==> config.mk <==
export PLATFORM = sky130hd
export DESIGN_NAME = chunky_to_planar_pixels
export DESIGN_NICKNAME = d
export VERILOG_FILES = /design/src/sv/c2p_pkg.sv /design/src/sv/c2p_front.sv /design/src/sv/c2p_queue.sv /design/src/sv/c2p_back.sv /design/src/sv/chunky_to_planar_pixels.sv
export VERILOG_INCLUDE_DIRS = /design/src /design/src/sv
export SDC_FILE = /design/constraint.sdc
export NUM_CORES = 1
export LEC_CHECK = 0
export CORE_ASPECT_RATIO = 1.5
export CORE_UTILIZATION = 50
export DETAILED_ROUTE_END_ITERATION = 12
export DONT_BUFFER_PORTS = 1
export PLACE_DENSITY = 0.73
export SLEW_MARGIN = 10
export SYNTH_ARGS = -nofsm -noshare
export SYNTH_HDL_FRONTEND = slang
export SYNTH_SLANG_ARGS = --single-unit
==> constraint.sdc <==
create_clock -name clk -period 6.4 [get_ports clk]
set_clock_uncertainty 0.1 [all_clocks]
set_input_delay 0.96 -clock clk [delete_from_list [all_inputs] [get_ports clk]]
set_output_delay 0.96 -clock clk [all_outputs]
set_load 0.05 [all_outputs]
==> src/sv/assert_macros.svh <==
// Assertion macros shared by the chunky-to-planar RTL.
// Sampled on clk; the first form is masked while rst_n is low.
`ifndef ASSERT_MACROS_SVH
`define ASSERT_MACROS_SVH
`ifndef ASSERT_OFF
`define C2P_ASSERT(lbl, prop) \
  lbl: assert property (@(posedge clk) disable iff (!rst_n) (prop)) \
    else $error("c2p assertion failed");
`define C2P_ASSERT_ALWAYS(lbl, prop) \
  lbl: assert property (@(posedge clk) (prop)) \
    else $error("c2p assertion failed");
`else
`define C2P_ASSERT(lbl, prop)
`define C2P_ASSERT_ALWAYS(lbl, prop)
`endif
`endif

==> src/sv/c2p_pkg.sv <==
// Shared types and constants for the chunky-to-planar converter.
// No dependencies.
package c2p_pkg;

  localparam int unsigned PLANE_SLOTS = 8;
  localparam int unsigned QUEUE_DEPTH = 4;
  localparam int unsigned QPTR_W      = $clog2(QUEUE_DEPTH);

  localparam logic [7:0] FIRST_BIT = 8'h80;
  localparam logic [7:0] LAST_BIT  = 8'h01;

  typedef enum logic [0:0] {
    CFG_PLANE_COUNT = 1'b0,
    CFG_ROW_PIXELS  = 1'b1
  } cfg_idx_t;

  // One finished group on its way to the serializer.
  typedef struct packed {
    logic [PLANE_SLOTS-1:0][7:0] acc;
    logic [3:0]                  planes;
    logic [8:0]                  col;
  } c2p_grp_t;

  typedef struct packed {
    logic full;
    logic empty;
  } c2p_qstat_t;

endpackage

==> src/sv/c2p_front.sv <==
// Front end: takes pixels, shifts their bits into the plane accumulators
// and pushes each finished group with at least one plane into the queue. Uses c2p_pkg.
`include "assert_macros.svh"

module c2p_front #(
  parameter int unsigned MAX_PLANES = 8,
  parameter int unsigned CW         = 12
) (
  input  logic                clk,
  input  logic                rst_n,
  input  logic                in_valid,
  output logic                in_stall,
  input  logic [7:0]          in_pixel_value,
  input  logic [3:0]          planes,
  input  logic [CW:0]         row_lim,
  output logic                push,
  output c2p_pkg::c2p_grp_t   push_grp,
  input  c2p_pkg::c2p_qstat_t qstat
);
  import c2p_pkg::*;

  logic [7:0]    acc_r     [MAX_PLANES];
  logic [7:0]    acc_nxt   [MAX_PLANES];
  logic [7:0]    merged    [MAX_PLANES];
  logic [2:0]    bitpos_r, bitpos_nxt;
  logic [CW-1:0] col_r, col_nxt;
  logic [CW+8:0] col_ext;
  logic [7:0]    mask;
  logic          accept;
  logic          row_end;
  logic          grp_end;

  assign in_stall = qstat.full;
  assign accept   = in_valid && !in_stall;

  always_comb begin
    mask    = FIRST_BIT >> bitpos_r;
    row_end = ({1'b0, col_r} + {{CW{1'b0}}, 1'b1}) >= row_lim;
    grp_end = (bitpos_r == 3'd7) || row_end;
    col_ext = (CW+9)'(col_r);
    for (int k = 0; k < MAX_PLANES; k++) begin
      merged[k] = acc_r[k];
      if ((4'(k) < planes) && in_pixel_value[k]) begin
        merged[k] = acc_r[k] | mask;
      end
    end

    push            = accept && grp_end && (planes != 4'd0);
    push_grp        = '0;
    push_grp.planes = planes;
    push_grp.col    = col_ext[11:3];
    for (int k = 0; k < MAX_PLANES; k++) begin
      push_grp.acc[k] = merged[k];
    end

    for (int k = 0; k < MAX_PLANES; k++) begin
      acc_nxt[k] = acc_r[k];
      if (accept) begin
        acc_nxt[k] = grp_end ? 8'h00 : merged[k];
      end
    end
    bitpos_nxt = bitpos_r;
    col_nxt    = col_r;
    if (accept) begin
      bitpos_nxt = grp_end ? 3'd0 : bitpos_r + 3'd1;
      col_nxt    = row_end ? '0 : col_r + {{(CW-1){1'b0}}, 1'b1};
    end
  end

  always_ff @(posedge clk) begin
    if (!rst_n) begin
      for (int k = 0; k < MAX_PLANES; k++) begin
        acc_r[k] <= 8'h00;
      end
      bitpos_r <= 3'd0;
      col_r    <= '0;
    end else begin
      for (int k = 0; k < MAX_PLANES; k++) begin
        acc_r[k] <= acc_nxt[k];
      end
      bitpos_r <= bitpos_nxt;
      col_r    <= col_nxt;
    end
  end

  `C2P_ASSERT(a_push_not_full, push |-> !qstat.full)
  `C2P_ASSERT(a_group_restart, (accept && grp_end) |=> (bitpos_r == 3'd0))
  `C2P_ASSERT(a_bit_advance, (accept && !grp_end) |=> (bitpos_r == 3'($past(bitpos_r) + 3'd1)))

endmodule

==> src/sv/c2p_queue.sv <==
// Short group queue between front and back ends.
// Register storage, QUEUE_DEPTH entries from c2p_pkg.
`include "assert_macros.svh"

module c2p_queue (
  input  logic                clk,
  input  logic                rst_n,
  input  logic                push,
  input  c2p_pkg::c2p_grp_t   push_grp,
  input  logic                pop,
  output c2p_pkg::c2p_grp_t   head,
  output c2p_pkg::c2p_qstat_t qstat
);
  import c2p_pkg::*;

  c2p_grp_t          mem_r [QUEUE_DEPTH];
  logic [QPTR_W-1:0] wr_r, wr_nxt;
  logic [QPTR_W-1:0] rd_r, rd_nxt;
  logic [QPTR_W:0]   cnt_r, cnt_nxt;

  always_comb begin
    head        = mem_r[rd_r];
    qstat.full  = (cnt_r == (QPTR_W+1)'(QUEUE_DEPTH));
    qstat.empty = (cnt_r == '0);
    wr_nxt  = push ? (wr_r + QPTR_W'(1)) : wr_r;
    rd_nxt  = pop  ? (rd_r + QPTR_W'(1)) : rd_r;
    cnt_nxt = cnt_r;
    if (push && !pop) begin
      cnt_nxt = cnt_r + (QPTR_W+1)'(1);
    end else if (pop && !push) begin
      cnt_nxt = cnt_r - (QPTR_W+1)'(1);
    end
  end

  always_ff @(posedge clk) begin
    if (push) begin
      mem_r[wr_r] <= push_grp;
    end
  end

  always_ff @(posedge clk) begin
    if (!rst_n) begin
      wr_r  <= '0;
      rd_r  <= '0;
      cnt_r <= '0;
    end else begin
      wr_r  <= wr_nxt;
      rd_r  <= rd_nxt;
      cnt_r <= cnt_nxt;
    end
  end

  `C2P_ASSERT(a_pop_not_empty, pop |-> !qstat.empty)
  `C2P_ASSERT(a_cnt_bound, cnt_r <= (QPTR_W+1)'(QUEUE_DEPTH))
  `C2P_ASSERT(a_cnt_drop, (pop && !push) |=> (cnt_r == ($past(cnt_r) - (QPTR_W+1)'(1))))

endmodule

==> src/sv/c2p_back.sv <==
// Back end: walks the planes of the queue head and sends one plane byte
// per cycle through the output register while out_stall is low. Uses c2p_pkg.
`include "assert_macros.svh"

module c2p_back (
  input  logic                clk,
  input  logic                rst_n,
  input  c2p_pkg::c2p_grp_t   head,
  input  c2p_pkg::c2p_qstat_t qstat,
  output logic                pop,
  output logic                out_valid,
  input  logic                out_stall,
  output logic [7:0]          out_plane_byte,
  output logic [2:0]          out_plane_number,
  output logic [8:0]          out_byte_column,
  output logic                out_last_of_group
);
  import c2p_pkg::*;

  logic       vld_r, vld_nxt;
  logic [2:0] k_r, k_nxt;
  logic [7:0] byte_r;
  logic [2:0] pnum_r;
  logic [8:0] col_r;
  logic       last_r;
  logic       load;
  logic       last;

  always_comb begin
    load    = !qstat.empty && (!vld_r || !out_stall);
    last    = ({1'b0, k_r} + 4'd1) == head.planes;
    pop     = load && last;
    k_nxt   = k_r;
    if (load) begin
      k_nxt = last ? 3'd0 : k_r + 3'd1;
    end
    vld_nxt = load ? 1'b1 : (vld_r && out_stall);
  end

  always_ff @(posedge clk) begin
    if (!rst_n) begin
      vld_r <= 1'b0;
      k_r   <= 3'd0;
    end else begin
      vld_r <= vld_nxt;
      k_r   <= k_nxt;
    end
  end

  always_ff @(posedge clk) begin
    if (load) begin
      byte_r <= head.acc[k_r];
      pnum_r <= k_r;
      col_r  <= head.col;
      last_r <= last;
    end
  end

  assign out_valid         = vld_r;
  assign out_plane_byte    = byte_r;
  assign out_plane_number  = pnum_r;
  assign out_byte_column   = col_r;
  assign out_last_of_group = last_r;

  `C2P_ASSERT(a_head_has_planes, load |-> (head.planes != 4'd0))
  `C2P_ASSERT(a_plane_step, (load && !last) |=> (k_r == 3'($past(k_r) + 3'd1)))
  `C2P_ASSERT(a_pop_rewinds, pop |=> (k_r == 3'd0))

endmodule

==> src/sv/chunky_to_planar_pixels.sv <==
// Chunky-to-planar converter top level: config registers, front end,
// group queue and back end. Uses c2p_pkg, c2p_front, c2p_queue, c2p_back.
//
//   channel | valid     | stall     | payload
//   --------+-----------+-----------+--------------------------------------
//   in      | in_valid  | in_stall  | in_pixel_value
//   out     | out_valid | out_stall | out_plane_byte, out_plane_number,
//           |           |           | out_byte_column, out_last_of_group
//   cfg     | cfg_we    | -         | cfg_index, cfg_wdata
//
// One pixel item is accepted per cycle while in_stall is low; a group end
// with at least one plane pushes the group into a four-entry queue. The back
// end sends one plane byte per cycle while out_stall is low, one per plane.
// in_stall rises only while the queue is full. Reset is synchronous and
// clears all control state at once; no clearing pass is needed.
module chunky_to_planar_pixels #(
  parameter int unsigned MAX_PLANES     = 8,
  parameter int unsigned MAX_ROW_PIXELS = 4096
) (
  input  logic              clk,
  input  logic              rst_n,
  input  logic              in_valid,
  output logic              in_stall,
  input  logic [7:0]        in_pixel_value,
  output logic              out_valid,
  input  logic              out_stall,
  output logic [7:0]        out_plane_byte,
  output logic [2:0]        out_plane_number,
  output logic [8:0]        out_byte_column,
  output logic              out_last_of_group,
  input  logic              cfg_we,
  input  c2p_pkg::cfg_idx_t cfg_index,
  input  logic [12:0]       cfg_wdata
);
  import c2p_pkg::*;

  localparam int unsigned CW = $clog2(MAX_ROW_PIXELS);
  localparam int unsigned WW = (CW + 1 > 13) ? CW + 1 : 13;

  logic [3:0]  plane_count_r, plane_count_nxt;
  logic [12:0] row_pixels_r, row_pixels_nxt;
  logic [3:0]  planes;
  logic [WW-1:0] row_w, row_sat;
  logic [CW:0] row_lim;

  logic       push;
  logic       pop;
  c2p_grp_t   push_grp;
  c2p_grp_t   head;
  c2p_qstat_t qstat;

  always_comb begin
    plane_count_nxt = plane_count_r;
    row_pixels_nxt  = row_pixels_r;
    if (cfg_we) begin
      case (cfg_index)
        CFG_PLANE_COUNT: plane_count_nxt = cfg_wdata[3:0];
        CFG_ROW_PIXELS:  row_pixels_nxt  = cfg_wdata;
        default: ;
      endcase
    end
  end

  always_ff @(posedge clk) begin
    if (!rst_n) begin
      plane_count_r <= 4'd8;
      row_pixels_r  <= 13'd320;
    end else begin
      plane_count_r <= plane_count_nxt;
      row_pixels_r  <= row_pixels_nxt;
    end
  end

  // Effective limits: plane count and row length saturate, row length of zero means one.
  always_comb begin
    planes = (plane_count_r > 4'(MAX_PLANES)) ? 4'(MAX_PLANES) : plane_count_r;
    row_w  = WW'(row_pixels_r);
    if (row_w == '0) begin
      row_sat = WW'(1);
    end else if (row_w > WW'(MAX_ROW_PIXELS)) begin
      row_sat = WW'(MAX_ROW_PIXELS);
    end else begin
      row_sat = row_w;
    end
    row_lim = row_sat[CW:0];
  end

  c2p_front #(
    .MAX_PLANES (MAX_PLANES),
    .CW         (CW)
  ) u_front (
    .clk            (clk),
    .rst_n          (rst_n),
    .in_valid       (in_valid),
    .in_stall       (in_stall),
    .in_pixel_value (in_pixel_value),
    .planes         (planes),
    .row_lim        (row_lim),
    .push           (push),
    .push_grp       (push_grp),
    .qstat          (qstat)
  );

  c2p_queue u_queue (
    .clk      (clk),
    .rst_n    (rst_n),
    .push     (push),
    .push_grp (push_grp),
    .pop      (pop),
    .head     (head),
    .qstat    (qstat)
  );

  c2p_back u_back (
    .clk               (clk),
    .rst_n             (rst_n),
    .head              (head),
    .qstat             (qstat),
    .pop               (pop),
    .out_valid         (out_valid),
    .out_stall         (out_stall),
    .out_plane_byte    (out_plane_byte),
    .out_plane_number  (out_plane_number),
    .out_byte_column   (out_byte_column),
    .out_last_of_group (out_last_of_group)
  );

endmodule

==> qor.txt <==
Ys async rst share = 0
Syn nets = 1,152
Min Tclk post-route = 4.723 ns
Synth Area per Inst = 15.91 µm²
Post-CTS Hold Buffers = 0
Seq/Total Area, Yosys = 0.6903
Worst R2R Setup Slack = 1.68 ns
Hold Path Stages = 2
Row count = 83
Die area = 0.03571 mm²
Post-Syn Instances = 1,098
Initial core utilization = 0.5098
Initial DRT Pass Iterations = 5
Yosys cell types = 45
N_diodes = 0
Fmax = 0.2117 GHz
GRT overflow = 0
Biggest area consumer among synthesized cells = edfxtp_1
Post-DRT Antenna Nets = 0
Final HPWL DP = 20,850 µm
Fin Setup TNS = 0 ns
Initial antenna violation count = 0
Worst VDD drop = 0.3544 mV
Vias in the first global route = 9,387
Syn Std Cell Area = 0.01747 mm²
WL final = 34,540 µm
Worst setup startpoint = u_front.col_r[0]
Layout Nets = 1,146
Vias per cell = 5.864
First-pass GRT wire length = 53,650 µm
Clk buf depth = 3
Max incr delay on CP = 0.94 ns
Top cell by count, worst path = and3_1
PostCTS Resize Cnt = 0
Worst path cell trace = ha_1, and3_1, and3_1, and3_1, and3_1, and3_1, ha_1, nand2_1, nor2_1, o211ai_1, a21oi_1, and2_4, buf_4
Synth top cells by count = edfxtp_1, dfxtp_1, mux4_2
CP Launch Type = flip-flop
Port buffer count = 0
LEAKAGE = 6.707 nW
Share of the synthesized area in the top cell type = 0.5655
Slew Limit Fails = 0
PD cells = 295.0 mW/mm²
H-tree levels = 2
Pin count of the biggest net entering global routing = 64
Core Footprint = 0.03427 mm²
Post-CTS setup repair buffer count = 0
Total global-route track usage = 0.2016
Drt drc = 0
Share of layout cells above drive strength 1 = 0.1740
Reg2reg end = u_queue.mem_r[1][5]
Number of hold violations in the final report = 0
RR Startpoint = u_front.col_r[0]
Wirelength per Cell = 22.34 µm
CP max-delay cell = and2_4
CTS buffer count = 38
CTS root buf = clkbuf_16
Top cells by area, synth = edfxtp_1, dfxtp_1, mux4_2
Warnings, synthesis = 0
Max Cap Viol = 0
DIE HEIGHT = 230.9 µm
Worst Path Class, Setup = flip-flop to flip-flop
Synth Flop Type = edfxtp_1
Period utilisation layout = 0.7380
Clock latency at the later pin of the worst-skew pair = 0.54 ns
Hold_ws = 0.3293 ns
Worst-path clk slew = 0.07 ns
Starting DRT DRC Count = 749
Die X = 154.6 µm
Crit path to = u_queue.mem_r[1][5]
RSZ-0062 raised after global routing = no
Via Count = 9,065
Crit. End Element = flip-flop
# IOs = 50
Slew @ Worst Pin = 1.198 ns
Most frequent cell after synthesis = edfxtp_1
Register bit count reported by yosys = 438
Slew headroom = 0.1999
CTS tree = yes
FF-to-FF path depth = 13
Post-synth EDFFs = 329
Req. time, crit path = 6.53 ns
Post-synthesis to final-layout area growth = 9.639%
Final core utilization = 0.5590
Critical Path Fanout Max = 62
Data arrival time of the critical path = 4.85 ns
Worst min-delay path category = flip-flop to flip-flop
Status = complete, no violations
Final setup viols = 0
CTS Sinks = 438
RD Place Congestion = 0.7656
[per-layer routing]
metal / global-route usage / up-vias / wire, µm
met4: 0.07890 / 0 / 1122
li1: - / 4158 / -
met1: 0.2437 / 4597 / 13660
met3: 0.02534 / 51 / 1570
met2: 0.3652 / 259 / 18180
met5: 0 / - / 0
[power breakdown]
group          internal, mW  switching [mW]  total (mW)  leakage, nW
clock network          1.35           0.988        2.34        0.645
registers              3.07          0.0367        3.11         3.94
logic                0.0657           0.137       0.203         2.12
[worst min-delay path by stage]
stage | end | startpoint | slack (ns)
global placement | u_front.acc_r[1][24] | u_front.acc_r[1][24] | 0.32
detailed placement | u_front.acc_r[1][24] | u_front.acc_r[1][24] | 0.32
global route | u_front.acc_r[0][16] | u_front.acc_r[0][16] | 0.35
CTS | u_front.acc_r[1][24] | u_front.acc_r[1][24] | 0.33
floorplan | u_front.acc_r[0][0] | u_front.acc_r[0][0] | 0.31
finish | u_front.acc_r[0][8] | u_front.acc_r[0][8] | 0.33
[kinds of logic (layout without fill, tap and decap cells)]
group	Yosys count	count (layout)	share of synthesized area
AO/OA/AOI/OAI	185	185	0.06710
XOR/XNOR	20	20	0.01003
adder cells (fa/ha/maj)	27	27	0.01977
buffers and inverters	81	104	0.02127
flip-flops	438	438	0.6903
multiplexers	107	107	0.1285
AND/OR/NAND/NOR	240	240	0.06302
[critical path: cells and delay by family (launching register included)]
family	cells	cell delay, ns
buffers and inverters	1	0.33
and+or+nand+nor	8	2.25
adders and majority gates	2	0.56
AOI/OAI and AO/OA	2	0.79
DFF	1	0.35
[layout make-up]
cell class,instances,area (µm²)
timing repair buffer,19,142.6
clock inverter,15,135.1
clock buffer,54,1159
sequential,438,12070
inverter,16,60.06
tap,425,531.8
multi-input combinational,579,5059
fill,2631,15110
[state kept, by name, summed over array words and instances (netlist names), named ones only]
name                      cells
u_front.col_r                12
u_queue.cnt_r                 3
u_back.out_last_of_group      1
u_front.acc_r                64
u_front.bitpos_r              3
u_back.out_plane_number       3
u_back.k_r                    3
row_pixels_r                 13
u_back.out_plane_byte         8
u_queue.rd_r                  2
u_queue.mem_r               308
u_queue.wr_r                  2
u_back.out_valid              1
u_back.out_byte_column        9
plane_count_r                 4
[layout by cell type (no fill, tap or decap), types with 4 or more instances in the layout]
cell type	n
a21boi_0	18
a21o_1	51
a21oi_1	55
and2_1	14
and2_4	4
and3_1	5
buf_4	19
clkbuf_1	6
clkbuf_16	43
clkbuf_8	4
clkinv_2	5
dfxtp_1	107
edfxtp_1	329
ha_1	26
inv_1	16
mux2_2	8
mux2i_1	6
mux4_2	93
nand2_1	85
nand3_1	11
nand3b_1	7
nor2_1	76
nor2b_1	16
nor3_1	5
o21ai_0	26
o21bai_1	12
o22ai_1	10
xnor2_1	11
xor2_1	9
[per-stage QoR]
| stage | area, µm² | setup slack, ns | cells | total power, mW |
|---|---|---|---|---|
| finish | 19160 | 1.677 | 1546 | 5.651 |
| global route | 19160 | 1.340 | 1546 | 5.803 |
| CTS | 19160 | 1.641 | 1546 | 5.689 |
| detailed placement | 17860 | 1.657 | 1477 | 3.371 |
| global placement | 17860 | 1.777 | 1477 | 3.365 |
| floorplan | 17470 | 1.257 | 1098 | 3.308 |
Power figures use the tool's default switching activity.
